<file path="config.mk">
export PLATFORM = sky130hd
export DESIGN_NAME = plotter_line_step_generator_flat
export DESIGN_NICKNAME = d
export VERILOG_FILES = /design/src/rtl/plg_pkg.sv /design/src/rtl/plg_ifs.sv /design/src/rtl/plotter_line_step_generator.sv /design/src/flat_wrapper.sv
export SDC_FILE = /design/constraint.sdc
export NUM_CORES = 1
export LEC_CHECK = 0
export ABC_CLOCK_PERIOD_IN_PS = 13490
export BUFFER_PORTS_ARGS = -buffer_cell sky130_fd_sc_hd__clkbuf_2
export CORE_MARGIN = 1.5
export CORE_UTILIZATION = 40
export CTS_CLUSTER_SIZE = 25
export DETAILED_ROUTE_END_ITERATION = 6
export SLEW_MARGIN = 25
export SYNTH_ARGS = -nofsm -noshare
export SYNTH_HDL_FRONTEND = slang
export SYNTH_SLANG_ARGS = --single-unit
</file>
<file path="constraint.sdc">
create_clock -name clk -period 13.49 [get_ports clk]
set_input_delay 0.6745 -clock clk [delete_from_list [all_inputs] [get_ports clk]]
set_output_delay 0.6745 -clock clk [all_outputs]
set_load 0.01 [all_outputs]
</file>
<file path="src/rtl/plg_pkg.sv">
// Shared types and constants of the plotter line step generator.
// No dependencies.
package plg_pkg;

	localparam int CFG_W      = 15;
	localparam int CFG_IDX_W  = 8;
	localparam int CFG_DATA_W = 16;

	localparam logic [CFG_IDX_W-1:0] CFG_MAX_X = CFG_IDX_W'(0);
	localparam logic [CFG_IDX_W-1:0] CFG_MAX_Y = CFG_IDX_W'(1);

	localparam logic REQ_TICK = 1'b0;
	localparam logic REQ_MOVE = 1'b1;

	typedef enum logic [1:0] {
		STATUS_OK    = 2'd0,
		STATUS_RANGE = 2'd1,
		STATUS_BUSY  = 2'd2
	} plg_status_t;

	typedef enum logic [1:0] {
		ST_IDLE,
		ST_DIV,
		ST_FIN
	} plg_state_t;

endpackage

</file>
<file path="src/rtl/plg_ifs.sv">
// Channel interfaces of the plotter line step generator: command, result, config.
// Depends on plg_pkg for the config port widths.
interface plg_cmd_if #(
	parameter int COORD_WIDTH = 16
);
	logic                          valid;
	logic                          ready;
	logic                          req_type;
	logic signed [COORD_WIDTH-1:0] target_x;
	logic signed [COORD_WIDTH-1:0] target_y;
	logic                          pen_request;

	modport source (output valid, req_type, target_x, target_y, pen_request, input ready);
	modport sink   (input valid, req_type, target_x, target_y, pen_request, output ready);
endinterface

interface plg_res_if #(
	parameter int COORD_WIDTH       = 16,
	parameter int MOTOR_COUNT_WIDTH = 32
);
	logic                                valid;
	logic                                ready;
	logic [1:0]                          status;
	logic                                step_pulse;
	logic                                motor_a_dir;
	logic                                motor_b_dir;
	logic                                pen_level;
	logic                                busy_res;
	logic signed [COORD_WIDTH-1:0]       pos_x;
	logic signed [COORD_WIDTH-1:0]       pos_y;
	logic signed [MOTOR_COUNT_WIDTH-1:0] motor_a_count;
	logic signed [MOTOR_COUNT_WIDTH-1:0] motor_b_count;

	modport source (output valid, status, step_pulse, motor_a_dir, motor_b_dir, pen_level,
		busy_res, pos_x, pos_y, motor_a_count, motor_b_count, input ready);
	modport sink   (input valid, status, step_pulse, motor_a_dir, motor_b_dir, pen_level,
		busy_res, pos_x, pos_y, motor_a_count, motor_b_count, output ready);
endinterface

interface plg_cfg_if;
	logic                             valid;
	logic                             ready;
	logic [plg_pkg::CFG_IDX_W-1:0]    index;
	logic [plg_pkg::CFG_DATA_W-1:0]   value;

	modport source (output valid, index, value, input ready);
	modport sink   (input valid, index, value, output ready);
endinterface

</file>
<file path="src/rtl/plotter_line_step_generator.sv">
// Plotter line step generator: CoreXY line walker with a serial divider.
// Depends on plg_pkg and the channel interfaces in plg_ifs.sv.
//
// Usage:
//   cmd carries one item per beat: a move command (req_type 1) or a tick (req_type 0).
//   A command loads a line unless zero-length; rejected if busy or above max_x/max_y.
//   Each tick advances the line by at most one unit move; a step pulses both motors.
//   res carries exactly one result beat per cmd beat, in order.
//   cfg writes max_x (index 0) or max_y (index 1); always ready, other indexes dropped.
// Result timing:
//   Commands, idle ticks and vertical moves: result registered at the accepting edge;
//   the next item can be taken once res takes this result.
//   Horizontal moves: result waits for the restoring divider that recomputes the
//   y goal trunc(dy*i/|dx|), one quotient bit per cycle.
// Reset: position, motor counts, pen and line state clear to zero, limits to 32767.
// Stall: the result register holds its beat until res.ready; cmd.ready stays low
//   while the divider runs or while an untaken result would be overwritten.
module plotter_line_step_generator #(
	parameter int COORD_WIDTH       = 16,
	parameter int MOTOR_COUNT_WIDTH = 32
) (
	input  logic      clk,
	input  logic      arst_n,
	plg_cmd_if.sink   cmd,
	plg_res_if.source res,
	plg_cfg_if.sink   cfg
);
	import plg_pkg::*;

	localparam int W      = COORD_WIDTH;
	localparam int MW     = MOTOR_COUNT_WIDTH;
	localparam int CNT_W  = $clog2(W);
	localparam int CMP_W  = ((W > CFG_W) ? W : CFG_W) + 1;
	localparam logic [CNT_W-1:0] CNT_LAST = CNT_W'(W - 1);

	plg_state_t state_q, state_d;

	logic signed [W-1:0] cur_x_q, cur_y_q, start_y_q, goal_y_q;
	logic [W-1:0]        adx_q, ady_q, x_index_q;
	logic                dx_neg_q, dy_neg_q;
	logic [2*W-1:0]      prod_q, div_rem_q;
	logic [CNT_W-1:0]    div_cnt_q;
	logic                moving_q, pen_q;
	logic [MW-1:0]       mot_a_q, mot_b_q;
	logic [CFG_W-1:0]    max_x_q, max_y_q;
	logic                res_valid_q;

	plg_status_t         res_status_q;
	logic                res_pulse_q, res_a_q, res_b_q, res_pen_q, res_busy_q;
	logic signed [W-1:0] res_x_q, res_y_q;
	logic [MW-1:0]       res_ma_q, res_mb_q;

	logic accept, is_move, is_tick, div_run, fin, in_ready, res_load;

	// command decode
	logic signed [CMP_W-1:0] tx_ext, ty_ext;
	logic                    over, zero_len, line_go;
	logic signed [W:0]       dx_full, dy_full;
	logic [W-1:0]            adx_nxt, ady_nxt;

	// tick decode
	logic                y_step, y_up, x_step, any_step, x_end, a_ccw, b_ccw;
	logic signed [W-1:0] cur_y_nxt, cur_x_nxt;
	logic [MW-1:0]       mot_a_nxt, mot_b_nxt;
	logic [2*W-1:0]      prod_nxt;

	// divider step and finish
	logic [W:0]          div_t, div_r;
	logic                div_ge;
	logic [W-1:0]        quo, quo_off;
	logic signed [W-1:0] goal_new;
	logic                moving_fin;

	// result payload for the accepting edge
	plg_status_t         o_status;
	logic                o_pulse, o_a, o_b, o_pen, o_busy;
	logic signed [W-1:0] o_x, o_y;
	logic [MW-1:0]       o_ma, o_mb;

	assign accept  = cmd.valid && in_ready;
	assign is_move = (cmd.req_type == REQ_MOVE);
	assign is_tick = (cmd.req_type == REQ_TICK);
	// every beat but a horizontal move answers at once; that one answers from the finish
	assign res_load = fin || (accept && !(is_tick && x_step));

	always_comb begin
		tx_ext   = CMP_W'(cmd.target_x);
		ty_ext   = CMP_W'(cmd.target_y);
		over     = (tx_ext > $signed({{(CMP_W-CFG_W){1'b0}}, max_x_q}))
			|| (ty_ext > $signed({{(CMP_W-CFG_W){1'b0}}, max_y_q}));
		zero_len = (cmd.target_x == cur_x_q) && (cmd.target_y == cur_y_q);
		line_go  = !moving_q && !over && !zero_len;
		dx_full  = (W+1)'(cmd.target_x) - (W+1)'(cur_x_q);
		dy_full  = (W+1)'(cmd.target_y) - (W+1)'(cur_y_q);
		adx_nxt  = dx_full[W] ? W'(-dx_full) : W'(dx_full);
		ady_nxt  = dy_full[W] ? W'(-dy_full) : W'(dy_full);
	end

	always_comb begin
		y_step    = moving_q && (cur_y_q != goal_y_q);
		y_up      = (goal_y_q > cur_y_q);
		x_end     = (x_index_q == adx_q);
		x_step    = moving_q && !y_step && !x_end;
		any_step  = y_step || x_step;
		a_ccw     = y_step ? y_up : !dx_neg_q;
		b_ccw     = y_step ? !y_up : !dx_neg_q;
		cur_y_nxt = y_up ? cur_y_q + W'(1) : cur_y_q - W'(1);
		cur_x_nxt = dx_neg_q ? cur_x_q - W'(1) : cur_x_q + W'(1);
		mot_a_nxt = a_ccw ? mot_a_q + MW'(1) : mot_a_q - MW'(1);
		mot_b_nxt = b_ccw ? mot_b_q + MW'(1) : mot_b_q - MW'(1);
		prod_nxt  = prod_q + (2*W)'(ady_q);
	end

	// restoring divide: one quotient bit per cycle, quotient lands in the low half
	always_comb begin
		div_t      = {div_rem_q[2*W-1:W], div_rem_q[W-1]};
		div_ge     = (div_t >= {1'b0, adx_q});
		div_r      = div_ge ? div_t - {1'b0, adx_q} : div_t;
		quo        = div_rem_q[W-1:0];
		quo_off    = dy_neg_q ? W'(0) - quo : quo;
		goal_new   = start_y_q + $signed(quo_off);
		moving_fin = !(x_end && (cur_y_q == goal_new));
	end

	// sequencer
	always_comb begin
		state_d = state_q;
		unique case (state_q)
			ST_IDLE: begin
				if (accept && is_tick && x_step) state_d = ST_DIV;
			end
			ST_DIV: begin
				if (div_cnt_q == CNT_LAST) state_d = ST_FIN;
			end
			ST_FIN: begin
				state_d = ST_IDLE;
			end
			default: state_d = ST_IDLE;
		endcase
	end

	always_comb begin
		in_ready = (state_q == ST_IDLE) && (!res_valid_q || res.ready);
		div_run  = (state_q == ST_DIV);
		fin      = (state_q == ST_FIN);
	end

	always_comb begin
		o_status = STATUS_OK;
		o_pulse  = 1'b0;
		o_a      = 1'b0;
		o_b      = 1'b0;
		o_pen    = pen_q;
		o_busy   = moving_q;
		o_x      = cur_x_q;
		o_y      = cur_y_q;
		o_ma     = mot_a_q;
		o_mb     = mot_b_q;
		if (is_move) begin
			if (moving_q) begin
				o_status = STATUS_BUSY;
			end else begin
				o_status = over ? STATUS_RANGE : STATUS_OK;
				o_pen    = cmd.pen_request;
				o_busy   = line_go;
			end
		end else if (any_step) begin
			o_pulse = 1'b1;
			o_a     = a_ccw;
			o_b     = b_ccw;
			o_ma    = mot_a_nxt;
			o_mb    = mot_b_nxt;
			if (y_step) begin
				o_y    = cur_y_nxt;
				o_busy = !(x_end && (cur_y_nxt == goal_y_q));
			end else begin
				o_x    = cur_x_nxt;
			end
		end
	end

	always_ff @(posedge clk or negedge arst_n) begin
		if (!arst_n) begin
			state_q     <= ST_IDLE;
			cur_x_q     <= '0;
			cur_y_q     <= '0;
			start_y_q   <= '0;
			goal_y_q    <= '0;
			adx_q       <= '0;
			ady_q       <= '0;
			x_index_q   <= '0;
			dx_neg_q    <= 1'b0;
			dy_neg_q    <= 1'b0;
			prod_q      <= '0;
			div_rem_q   <= '0;
			div_cnt_q   <= '0;
			moving_q    <= 1'b0;
			pen_q       <= 1'b0;
			mot_a_q     <= '0;
			mot_b_q     <= '0;
			max_x_q     <= '1;
			max_y_q     <= '1;
			res_valid_q <= 1'b0;
		end else begin
			state_q <= state_d;

			if (cfg.valid) begin
				unique case (cfg.index)
					CFG_MAX_X: max_x_q <= cfg.value[CFG_W-1:0];
					CFG_MAX_Y: max_y_q <= cfg.value[CFG_W-1:0];
					default: ;
				endcase
			end

			if (res_load) res_valid_q <= 1'b1;
			else if (res.ready) res_valid_q <= 1'b0;

			if (accept) begin
				if (is_move) begin
					if (!moving_q) pen_q <= cmd.pen_request;
					if (line_go) begin
						start_y_q <= cur_y_q;
						goal_y_q  <= (dx_full == '0) ? cmd.target_y : cur_y_q;
						adx_q     <= adx_nxt;
						ady_q     <= ady_nxt;
						dx_neg_q  <= dx_full[W];
						dy_neg_q  <= dy_full[W];
						x_index_q <= '0;
						prod_q    <= '0;
						moving_q  <= 1'b1;
					end
				end else if (y_step) begin
					cur_y_q     <= cur_y_nxt;
					mot_a_q     <= mot_a_nxt;
					mot_b_q     <= mot_b_nxt;
					moving_q    <= !(x_end && (cur_y_nxt == goal_y_q));
				end else if (x_step) begin
					// result waits for the new goal from the divider
					cur_x_q   <= cur_x_nxt;
					x_index_q <= x_index_q + W'(1);
					mot_a_q   <= mot_a_nxt;
					mot_b_q   <= mot_b_nxt;
					prod_q    <= prod_nxt;
					div_rem_q <= prod_nxt;
					div_cnt_q <= '0;
				end
			end

			if (div_run) begin
				div_rem_q <= {div_r[W-1:0], div_rem_q[W-2:0], div_ge};
				div_cnt_q <= div_cnt_q + CNT_W'(1);
			end

			if (fin) begin
				goal_y_q    <= goal_new;
				moving_q    <= moving_fin;
			end
		end
	end

	// result payload; busy is patched when a horizontal move finishes
	always_ff @(posedge clk) begin
		if (accept) begin
			res_status_q <= o_status;
			res_pulse_q  <= o_pulse;
			res_a_q      <= o_a;
			res_b_q      <= o_b;
			res_pen_q    <= o_pen;
			res_busy_q   <= o_busy;
			res_x_q      <= o_x;
			res_y_q      <= o_y;
			res_ma_q     <= o_ma;
			res_mb_q     <= o_mb;
		end else if (fin) begin
			res_busy_q   <= moving_fin;
		end
	end

	assign cmd.ready         = in_ready;
	assign cfg.ready         = 1'b1;
	assign res.valid         = res_valid_q;
	assign res.status        = res_status_q;
	assign res.step_pulse    = res_pulse_q;
	assign res.motor_a_dir   = res_a_q;
	assign res.motor_b_dir   = res_b_q;
	assign res.pen_level     = res_pen_q;
	assign res.busy_res      = res_busy_q;
	assign res.pos_x         = res_x_q;
	assign res.pos_y         = res_y_q;
	assign res.motor_a_count = $signed(res_ma_q);
	assign res.motor_b_count = $signed(res_mb_q);

endmodule

</file>
<file path="src/flat_wrapper.sv">
// flat-port wrapper written by rule: the top's interface ports become plain ports
module plotter_line_step_generator_flat import plg_pkg::*;
#(
	parameter int COORD_WIDTH       = 16,
	parameter int MOTOR_COUNT_WIDTH = 32
)
  (clk, arst_n, cmd_valid, cmd_req_type, cmd_target_x, cmd_target_y, cmd_pen_request, cmd_ready, res_valid, res_status, res_step_pulse, res_motor_a_dir, res_motor_b_dir, res_pen_level, res_busy_res, res_pos_x, res_pos_y, res_motor_a_count, res_motor_b_count, res_ready, cfg_valid, cfg_index, cfg_value, cfg_ready);
  plg_cmd_if #(.COORD_WIDTH(COORD_WIDTH)) cmd_i ();
  plg_res_if #(.COORD_WIDTH(COORD_WIDTH), .MOTOR_COUNT_WIDTH(MOTOR_COUNT_WIDTH)) res_i ();
  plg_cfg_if cfg_i ();
  input  logic clk;
  input  logic arst_n;
  input wire logic [$bits(cmd_i.valid)-1:0] cmd_valid;
  input wire logic [$bits(cmd_i.req_type)-1:0] cmd_req_type;
  input wire logic [$bits(cmd_i.target_x)-1:0] cmd_target_x;
  input wire logic [$bits(cmd_i.target_y)-1:0] cmd_target_y;
  input wire logic [$bits(cmd_i.pen_request)-1:0] cmd_pen_request;
  output wire logic [$bits(cmd_i.ready)-1:0] cmd_ready;
  output wire logic [$bits(res_i.valid)-1:0] res_valid;
  output wire logic [$bits(res_i.status)-1:0] res_status;
  output wire logic [$bits(res_i.step_pulse)-1:0] res_step_pulse;
  output wire logic [$bits(res_i.motor_a_dir)-1:0] res_motor_a_dir;
  output wire logic [$bits(res_i.motor_b_dir)-1:0] res_motor_b_dir;
  output wire logic [$bits(res_i.pen_level)-1:0] res_pen_level;
  output wire logic [$bits(res_i.busy_res)-1:0] res_busy_res;
  output wire logic [$bits(res_i.pos_x)-1:0] res_pos_x;
  output wire logic [$bits(res_i.pos_y)-1:0] res_pos_y;
  output wire logic [$bits(res_i.motor_a_count)-1:0] res_motor_a_count;
  output wire logic [$bits(res_i.motor_b_count)-1:0] res_motor_b_count;
  input wire logic [$bits(res_i.ready)-1:0] res_ready;
  input wire logic [$bits(cfg_i.valid)-1:0] cfg_valid;
  input wire logic [$bits(cfg_i.index)-1:0] cfg_index;
  input wire logic [$bits(cfg_i.value)-1:0] cfg_value;
  output wire logic [$bits(cfg_i.ready)-1:0] cfg_ready;
  assign cmd_i.valid = cmd_valid;
  assign cmd_i.req_type = cmd_req_type;
  assign cmd_i.target_x = cmd_target_x;
  assign cmd_i.target_y = cmd_target_y;
  assign cmd_i.pen_request = cmd_pen_request;
  assign cmd_ready = cmd_i.ready;
  assign res_valid = res_i.valid;
  assign res_status = res_i.status;
  assign res_step_pulse = res_i.step_pulse;
  assign res_motor_a_dir = res_i.motor_a_dir;
  assign res_motor_b_dir = res_i.motor_b_dir;
  assign res_pen_level = res_i.pen_level;
  assign res_busy_res = res_i.busy_res;
  assign res_pos_x = res_i.pos_x;
  assign res_pos_y = res_i.pos_y;
  assign res_motor_a_count = res_i.motor_a_count;
  assign res_motor_b_count = res_i.motor_b_count;
  assign res_i.ready = res_ready;
  assign cfg_i.valid = cfg_valid;
  assign cfg_i.index = cfg_index;
  assign cfg_i.value = cfg_value;
  assign cfg_ready = cfg_i.ready;
  plotter_line_step_generator #(.COORD_WIDTH(COORD_WIDTH), .MOTOR_COUNT_WIDTH(MOTOR_COUNT_WIDTH)) u_core (.clk(clk), .arst_n(arst_n), .cmd(cmd_i), .res(res_i), .cfg(cfg_i));
endmodule
</file>
---- Word-level counts from Yosys, hierarchy flattened ----
Index checks and enable logic that the tools add are counted.
cells by class
  muxes and demuxes ....................... 65
  order comparisons ....................... 4
  div/mod/pow operators ................... 0
  shift-type cells ........................ 0
  add/subtract/negate cells ............... 18
  $mul .................................... 0
  bitwise logic cells ..................... 3
  reductions and logical operators ........ 53
  equality and inequality tests ........... 17
operators with widths
  cell                                                 count
  two-way mux 32 bit                                   17
  two-way mux 16 bit                                   21
  == test 16 bit                                       5
  adder 32 x 1 -> 32 bit (second input constant)       2
  subtractor 32 x 1 -> 32 bit (second input constant)  2
  greater-than comparator 16 bit                       3
  subtractor 16 x 16 -> 17 bit                         2
  adder 16 x 2 -> 16 bit (second input constant)       2
  adder 32 x 16 -> 32 bit                              1
  negator 16 bit                                       2
  subtractor 16 x 2 -> 16 bit (second input constant)  2
  two-way mux 4 bit                                    5
  two-way mux 1 bit                                    18
  >= comparator 17 x 16 -> 1 bit                       1
  logical NOT 17 bit                                   1
  adder 16 x 1 -> 16 bit (second input constant)       1
  adder 16 bit                                         1
  != test 16 bit                                       1
  nonzero test 2 bit                                   8
  subtractor 1 x 16 -> 16 bit (first input constant)   1
  subtractor 16 bit                                    1
  logical AND 1 bit                                    14
  AND reduction 4 bit                                  3
  logical NOT 1 bit                                    11
  17 further kinds                                     35
word-level totals
  word-level logic and storage cells ...... 191
  ROM bits ................................ 0
  output and inout port bits .............. 106
  memories kept ........................... 0
  register bits after elaboration ......... 384
  input port bits ......................... 63
  memory bits (writable) .................. 0
  latch bits .............................. 0

---- Logic depth before layout (Yosys ltp) ----
Gate-level depths: netlist (run 1).
  word-level depth ........................ 10
  gate-level depth with buffers ........... 20
  mapped depth without buffers ............ 19

---- Worst setup path before layout (run 1) ----
No wires, ideal clock.
  path type ............................... register to register
  start ................................... register u_core.cur_y_q[7]
  end ..................................... register u_core.res_mb_q[31], in the netlist u_core.res.motor_b_count[31] (data pin)
  period minus slack after synthesis ...... 6.834 ns
  path buffers ............................ 0
  data arrival time ....................... 6.574 ns
  cell stages (with the launch flop) ...... 18
  slack ................................... 6.656 ns
  cells stage by stage .................... dfrtp_1 -> inv_1 -> ha_1 -> a2111o_1 -> o32ai_1 -> nor2_1 -> o31ai_1 -> ha_1 -> nand3_1 -> o211ai_1 -> o211ai_1 -> a311oi_1 -> a211oi_1 -> o31ai_1 -> o211ai_1 -> a221oi_1 -> nor2_1 -> xor2_1
on the way
  word-level cells in the longest chain between the ends .. 8
RTL lines
  item                                                                                    RTL line                            RTL
  start: declaration                                                                      plotter_line_step_generator.sv:38   logic signed [W-1:0] cur_x_q, cur_y_q, start_y_q, goal_y_q;
  start signal: assignment                                                                plotter_line_step_generator.sv:233  cur_y_q <= cur_y_nxt;
  parallel branches: the longest is 6 deep, another holds greater-than comparator 16 bit  --
  two-way mux 32 bit *                                                                    plotter_line_step_generator.sv:167  end else if (any_step) begin
  two-way mux 32 bit *                                                                    plotter_line_step_generator.sv:159  if (is_move) begin
  net u_core.o_mb[31]                                                                     plotter_line_step_generator.sv:78   logic [MW-1:0] o_ma, o_mb;
  end signal: assignment                                                                  plotter_line_step_generator.sv:273  res_mb_q <= o_mb;
  end: declaration                                                                        plotter_line_step_generator.sv:51   logic [MW-1:0] res_ma_q, res_mb_q;
Mark *: on every way through the listed nets, which the timed path passes.
A chain may end at the register's enable or synchronous reset.

---- Worst setup path after layout (run 1) ----
  start ................................... register u_core.cur_y_q[4]
  end ..................................... register u_core.res_busy_q, in the netlist u_core.res.busy_res (data pin)
on the way
  word-level cells in the longest chain between the ends .. 9
RTL lines
  item                                                       RTL line                                                                RTL
  subtractor 16 x 2 -> 16 bit, or another cell as far along  plotter_line_step_generator.sv:107                                      cur_y_nxt = y_up ? cur_y_q + W'(1) : cur_y_q - W'(1);
  two-way mux 16 bit or logical AND 1 bit (tied branches)    plotter_line_step_generator.sv:107, plotter_line_step_generator.sv:100
  == test 16 bit or logical NOT 1 bit (tied branches)        plotter_line_step_generator.sv:175, plotter_line_step_generator.sv:103
  logical AND 1 bit, on equally long branches                plotter_line_step_generator.sv:175, plotter_line_step_generator.sv:103
  logical NOT 1 bit or logical AND 1 bit (tied branches)     plotter_line_step_generator.sv:175, plotter_line_step_generator.sv:103
  two-way mux 1 bit or logical OR 1 bit (tied branches)      --
  two-way mux 1 bit                                          plotter_line_step_generator.sv:167
  two-way mux 1 bit                                          plotter_line_step_generator.sv:159
  two-way mux 1 bit *                                        plotter_line_step_generator.sv:263                                      if (accept) begin
  end signal: assignment                                     plotter_line_step_generator.sv:269                                      res_busy_q <= o_busy;
  end signal: assignment                                     plotter_line_step_generator.sv:275                                      res_busy_q <= moving_fin;
  end: declaration                                           plotter_line_step_generator.sv:49                                       logic res_pulse_q, res_a_q, res_b_q, res_pen_q, res_busy_q;
Mark *: on every way between the ends. The rest lies on a longest branch, timed or not. The select of a mux whose other input is x is not followed.

==> key figures, run 1 <==
CTS
  – Clock latency on the worst-skew pair: 590 ps
  – CTS clk-pin slew, worst paths: 70 ps
  – Post-CTS Hold Fix Bufs: 0
  – Clk sinks: 384
  – Root buffer cell: clkbuf_16
  – TritonCTS clock tree: yes
  – Post-CTS setup repair buffer count: 0
  – Num CTS Buffers: 46
  – Clock Path Buffers: 3
  – H-tree depth: 2
  – Cts repair resizes: 0

Worst setup path
  – Crit path max-delay family: compound AO/OA/AOI/OAI gates
  – WP data arrival: 6900 ps
  – Crit-path cells: inv_1 > ha_1 > a21oi_1 > a21boi_0 > o32ai_1 > and3_1 > nor3_1 > buf_4 > inv_1 > ha_1 > a211oi_1 > o21bai_1 > a21oi_1 > o311ai_1 > and2_1 > o21ai_1 > xnor3_1 > nor4_1 > a211oi_1 > a21o_1
  – Crit path required time: 13840 ps
  – Startpoint Class: flip-flop
  – Worst Path Class, Setup: reg2reg
  – Bufs and invs on worst path: 3
  – Crit-path slowest cell: nor4_1
  – Worst-path fanout max: 14
  – Setup crit end kind: flip-flop
  – Worst path max stage delay: 720 ps

Yosys
  – Post-Syn Nets: 3255
  – Yosys warns: 0
  – Mean Syn Cell Area: 8.97 µm²
  – Synth top area share: 23.6%
  – Main flop type after synthesis: dfrtp_1
  – Syn Inst Count: 2965
  – Yosys reg bits: 384
  – Post-synth top area cell: dfrtp_1
  – Synth area leaders: dfrtp_1, edfxtp_1, ha_1
  – Sequential fraction of the synthesis area: 38.2%
  – EDFF count, synth: 103
  – Netlist area before placement: 0.0266 mm²
  – Yosys cell types: 86
  – FFs w/ async S/R, synth: 73.2%
  – Most common library cells after synthesis: nand2_1, o21ai_0, dfrtp_1

Floorplanning
  – Die extent in x: 261 µm
  – Vert. Die Dim: 261 µm
  – Core Region: 0.0657 mm²
  – # rows: 94
  – Initial Utilization: 40.4%
  – Die ar.: 0.0680 mm²
  – Total I/O pin count: 169

Global routing
  – Largest net degree at the start of global routing: 113
  – Total GRT Usage: 21.2%
  – First-pass GRT wire length: 116000 µm
  – Vias in the first global route: 21700
  – GRT overflow: 0
  – Antenna violations before repair: 1

Job
  – Max-Cap Viols: 0

Status
  – Outcome: finished, final reports clean

Placed design
  – HPWL Detailed: 53200 µm
  – GP Congestion: 0.902
  – Placement Cell Area: 0.0283 mm²
  – PortBufs: 166

Cells and area
  – Diode count: 0
  – Footprint of the multi-input gates: 0.0155 mm²
  – Share of cells above drive strength 1: 11.9%
  – Cell area after layout: 0.0299 mm²
  – NumNets Final: 3373
  – Fillers: 6311
  – Layout area overhead: 12.5%
  – Sequential cell area: 0.0102 mm²

Hold path
  – Hold WC Path Type: in2async

STA
  – Fin crit period: 6560 ps
  – RSZ-0062 raised after global routing: no
  – Slew HR: 31.9%
  – Pins over their slew limit: 0
  – Clock skew: 30.8 ps
  – Hold Fails Final Rpt: 0
  – Final setup violation count: 0
  – Tcrit/Tclk final: 48.6%
  – WHS: 95.4 ps
  – Sum Neg Setup Slack: 0 ps
  – Max Freq: 0.153 GHz
  – Actual slew at the worst max-slew pin: 1020 ps

Detailed routing
  – Total Wirelength: 72200 µm
  – Via Count: 22200
  – ANT nets after route: 0
  – Initial drt markers: 1604
  – WL per Instance: 18.1 µm
  – Via-to-Cell Ratio: 5.58
  – DRT Pass-1 Iters: 7
  – DRC Markers: 0
## layout make-up
class | instances | share of cell area, %
Clock buffer | 55 | 4.28
Inverter | 147 | 1.85
Sequential cell | 384 | 34.0
Tap cell | 864 | 3.62
Multi-Input combinational cell | 2313 | 51.7
Clock inverter | 27 | 1.02
Timing Repair Buffer | 191 | 3.52
## registers in the layout, indices dropped and copies added (netlist names), 32 cells and up
signal                    count
u_core.div_rem_q             32
u_core.mot_a_q               32
u_core.mot_b_q               32
u_core.prod_q                32
u_core.res.motor_a_count     32
u_core.res.motor_b_count     32
## metal layers
layer	track usage, %	routed length (µm)	vias to the layer above	share of wire, %
li1	-	-	11000	-
met1	28.3	32900	10600	46
met2	35.0	33300	566	46
met3	3.95	4310	98	6.0
met4	5.75	1710	2	2.4
met5	0	8	-	0.011
## metrics by stage
| stage | cells | setup WS, ps | util, % |
|---|---|---|---|
| floorplan | 2965 | 6660 | - |
| global placement | 3898 | 7070 | 43.0 |
| detailed placement | 3898 | 7120 | 43.0 |
| CTS | 3980 | 7030 | 45.4 |
| global route | 3981 | 6490 | 45.5 |
| finish | 3981 | 6930 | 45.5 |
## worst register-to-register path, delay by kind of cell, from the launching register on
kind            cells  cell delay, ps
buf+inv             3             830
flops               1             470
compound gates     10            2540
simple gates        4            1390
fa+ha+maj           2             710
xor+xnor            1             350
## layout by cell type (no fill, tap or decap), drive strengths merged, types with 29 or more instances in the layout
cell type	n
nand2b	31
dfrtp	251
nor3	67
nor2	172
ha	218
a21o	57
a31oi	32
xnor2	149
xor2	106
nand3	65
dfstp	30
o31ai	29
inv	147
a21oi	182
nor2b	35
edfxtp	103
nand2	351
clkbuf	220
mux2	29
nand4	32
o21ai	362
## worst paths after layout
| kind | to | cells past startpoint | start | slack (ps) |
|---|---|---|---|---|
| worst max-delay path | u_core.res.busy_res | 20 | u_core.cur_y_q[4] | 6930 |
| worst min-delay path | u_core.mot_b_q[15] | 1 | arst_n | 100 |
| worst max register to register | u_core.res.busy_res | 20 | u_core.cur_y_q[4] | 6930 |
| worst min register to register | u_core.mot_b_q[31] | 1 | u_core.mot_b_q[31] | 490 |
| max in group asynchronous | u_core.adx_q[10] | 2 | arst_n | 11910 |
| min in group clk | u_core.max_x_q[9] | 3 | cfg_value[9] | 310 |
## kinds of logic (layout without fill, tap and decap cells)
| kind of cell | count (synthesis) | count (layout) | share of synthesized area (%) |
|---|---|---|---|
| AOI/OAI and AO/OA | 905 | 905 | 21.0 |
| and+or+nand+nor | 880 | 880 | 15.5 |
| DFF | 384 | 384 | 38.2 |
| buffers and inverters | 268 | 420 | 3.89 |
| xor gates and xnor gates | 260 | 260 | 8.82 |
| adders and majority gates | 227 | 227 | 10.9 |
| muxes | 40 | 40 | 1.64 |
| other | 1 | 1 | 0.0141 |
Power of run 1 is not shown: default switching activity piles up to over one toggle a cycle in this logic, so the estimate is an artifact.
==> run 2, diff against run 1 <==
- ABC_CLOCK_PERIOD_IN_PS: 13490 -> 6800
- clock period: 13.49 -> 6.8 ns (I/O delays scaled with it)
==> run 2 against run 1 <==
  * Highest routed layer is now met4
  * Sequential share of layout area fell by 0.33 points
  * Largest cell class unchanged
  * Critical endpoint is now u_core.res.motor_b_count[31]
  * Cell count rose by 0.75%
  * Global-route usage is 0.052 points lower
  * Count of clock-buffer cells in the layout is 6 higher
  * Non-clock buffer count grew 26
  * Critical path type unchanged
  * Cell area is 0.97% higher
==> key figures, run 2 (synthesis gave the netlist of run 1 again) <==
Cells and area
  – NumNets Final: 3400 (+0.80%)
  – Leading cell type in the layout, fill and taps excluded: o21ai_0
  – Most frequent cells in the layout: o21ai_0, nand2_1, dfrtp_1, ha_1, a21oi_1
  – Diode count: 0 (unchanged)
  – Share of cells above drive strength 1: 12.3% (+0.46 points)
  – Layout area overhead: 13.6%

Global routing
  – Total GRT Usage: 21.1% (-0.052 points)
  – Antenna violations before repair: 2 (+1)
  – GRT overflow: 0 (unchanged)
  – Vias in the first global route: 21900 (+1.3%)
  – Largest net degree at the start of global routing: 162 (+43%)
  – First-pass GRT wire length: 116000 µm (+0.39%)

Floorplanning
  – Initial Utilization: 40.4% (unchanged)
  – Total I/O pin count: 169 (unchanged)
  – Die ar.: 0.0680 mm² (unchanged)
  – Vert. Die Dim: 261 µm (unchanged)
  – Die extent in x: 261 µm (unchanged)
  – # rows: 94 (unchanged)
  – Core Region: 0.0657 mm² (unchanged)

STA
  – Max Freq: 0.164 GHz (+7.2%)
  – Hold Fails Final Rpt: 0 (unchanged)
  – Sum Neg Setup Slack: 0 ps (unchanged)
  – Fin crit period: 6110 ps (-442 ps)
  – Setup WS post-layout: 686 ps (-6250 ps)
  – Final setup violation count: 0 (unchanged)
  – Slew HR: 34.9% (+3.0 points)
  – Actual slew at the worst max-slew pin: 976 ps (-44.2 ps)
  – Clock skew: 31.3 ps (+0.481 ps)
  – RSZ-0062 raised after global routing: no
  – Pins over their slew limit: 0 (unchanged)
  – Tcrit/Tclk final: 89.9% (+41 points)

Detailed routing
  – Initial drt markers: 1450 (-9.6%)
  – Via Count: 22500 (+1.1%)
  – DRT Pass-1 Iters: 5 (-2)
  – WL per Instance: 18.1 µm (-0.42%)
  – Total Wirelength: 72500 µm (+0.34%)
  – ANT nets after route: 0 (unchanged)
  – DRC Markers: 0 (unchanged)
  – Via-to-Cell Ratio: 5.60 (+0.30%)

CTS
  – Cts repair resizes: 0 (unchanged)
  – Num CTS Buffers: 47 (+2.2%)
  – CTS clk-pin slew, worst paths: 60 ps (about the same)
  – Clk sinks: 384 (unchanged)
  – Post-CTS Hold Fix Bufs: 14 (+14)
  – Clock Path Buffers: 3 (unchanged)
  – TritonCTS clock tree: yes
  – Post-CTS setup repair buffer count: 0 (unchanged)
  – H-tree depth: 2 (unchanged)
  – Clock latency on the worst-skew pair: 590 ps (about the same)
  – Root buffer cell: clkbuf_16

Pwr
  – Pwr Density: 621 mW/mm²
  – Leakage: 13.3 nW
  – Total power: 18.7 mW
  – Worst vdd ir: 0.278 mV

Status
  – Outcome: finished, final reports clean

Worst setup path
  – Worst-path fanout max: 19 (+5)
  – WP data arrival: 6450 ps (-450 ps)
  – Crit path required time: 7140 ps (-6700 ps)
  – Crit-path slowest cell: o31ai_4
  – Worst path max stage delay: 820 ps (+100 ps)
  – Reg-to-Reg Start: u_core.cur_y_q[15]
  – Worst Path Class, Setup: reg2reg
  – Crit-path cells: inv_1 > ha_1 > a2111o_1 > o32ai_1 > nor2_1 > o31ai_4 > buf_4 > ha_1 > a21o_1 > a21oi_1 > o211ai_1 > a221o_1 > a211oi_1 > o31ai_1 > buf_4 > a32o_1 > a221oi_1 > nor2_1 > xor2_1
  – CP startpoint: u_core.cur_y_q[15]
  – Startpoint Class: flip-flop
  – R2R Setup Slk: 690 ps (-6250 ps)
  – Setup crit end kind: flip-flop

Placed design
  – PortBufs: 166 (unchanged)
  – HPWL Detailed: 53200 µm (about the same)
  – DP Worst Slack: 851 ps (-6270 ps)
  – GP Congestion: 0.921 (+2.1%)

Job
  – Max-Cap Viols: 0 (unchanged)

Hold path
  – Hold WC Path Type: in2reg
  – Worst Hold Launch: cfg_value[14]
run 2: routing by layer:
layer  up-vias  global-route usage (%)  wire, µm
met5         -                       0         0
met4         0                    6.70      2050
met3       108                    2.75      3610
met2       495                    35.6     34100
met1     10800                    28.0     32700
li1      11000                       -         -
run 2: metrics by stage:
| stage | hold slack [ps] | std cells | utilization (%) | instance area, µm² |
|---|---|---|---|---|
| detailed placement | 479 | 3910 | 43.2 | 28400 |
| global route | 29.1 | 4011 | 45.9 | 30200 |
| finish | 34.5 | 4011 | 45.9 | 30200 |
| global placement | 467 | 3910 | 43.2 | 28400 |
| floorplan | 44.4 | 2965 | - | 26600 |
| CTS | 1.96 | 4010 | 45.9 | 30100 |
run 2: layout make-up:
class                      count  area (µm²)
clock buffer                  61        1380
clock inverter                25         253
sequential                   384       10200
timing repair buffer         217        1290
multi-input combinational   2313       15500
tap                          864        1080
inverter                     147         554
fill                        6276       35600
run 2: power breakdown:
part | leakage, nW | switching, mW | internal, mW
clock network | 0.805 | 1.06 | 1.58
registers | 4.47 | 0.636 | 3.37
logic | 8.04 | 7.01 | 5.08
run 2: path summary, 6_finish.rpt:
path | endpoint | cells past startpoint
setup reg to reg | u_core.res.motor_b_count[31] | 19
max in group asynchronous | u_core.ady_q[7] | 3
min in group asynchronous | u_core.mot_b_q[15] | 2
hold reg to reg | u_core.mot_b_q[31] | 1
hold / removal | u_core.max_x_q[14] | 3
setup / recovery | u_core.res.motor_b_count[31] | 19
run 2: worst max-delay path, delay by kind of cell (launching register included):
| kind | cells | cell delay (ps) |
|---|---|---|
| xor+xnor | 1 | 170 |
| buf+inv | 3 | 650 |
| simple gates | 2 | 310 |
| fa+ha+maj | 2 | 570 |
| compound gates | 11 | 3700 |
| flops | 1 | 480 |
No activity file was read; power rests on OpenSTA's default activity.
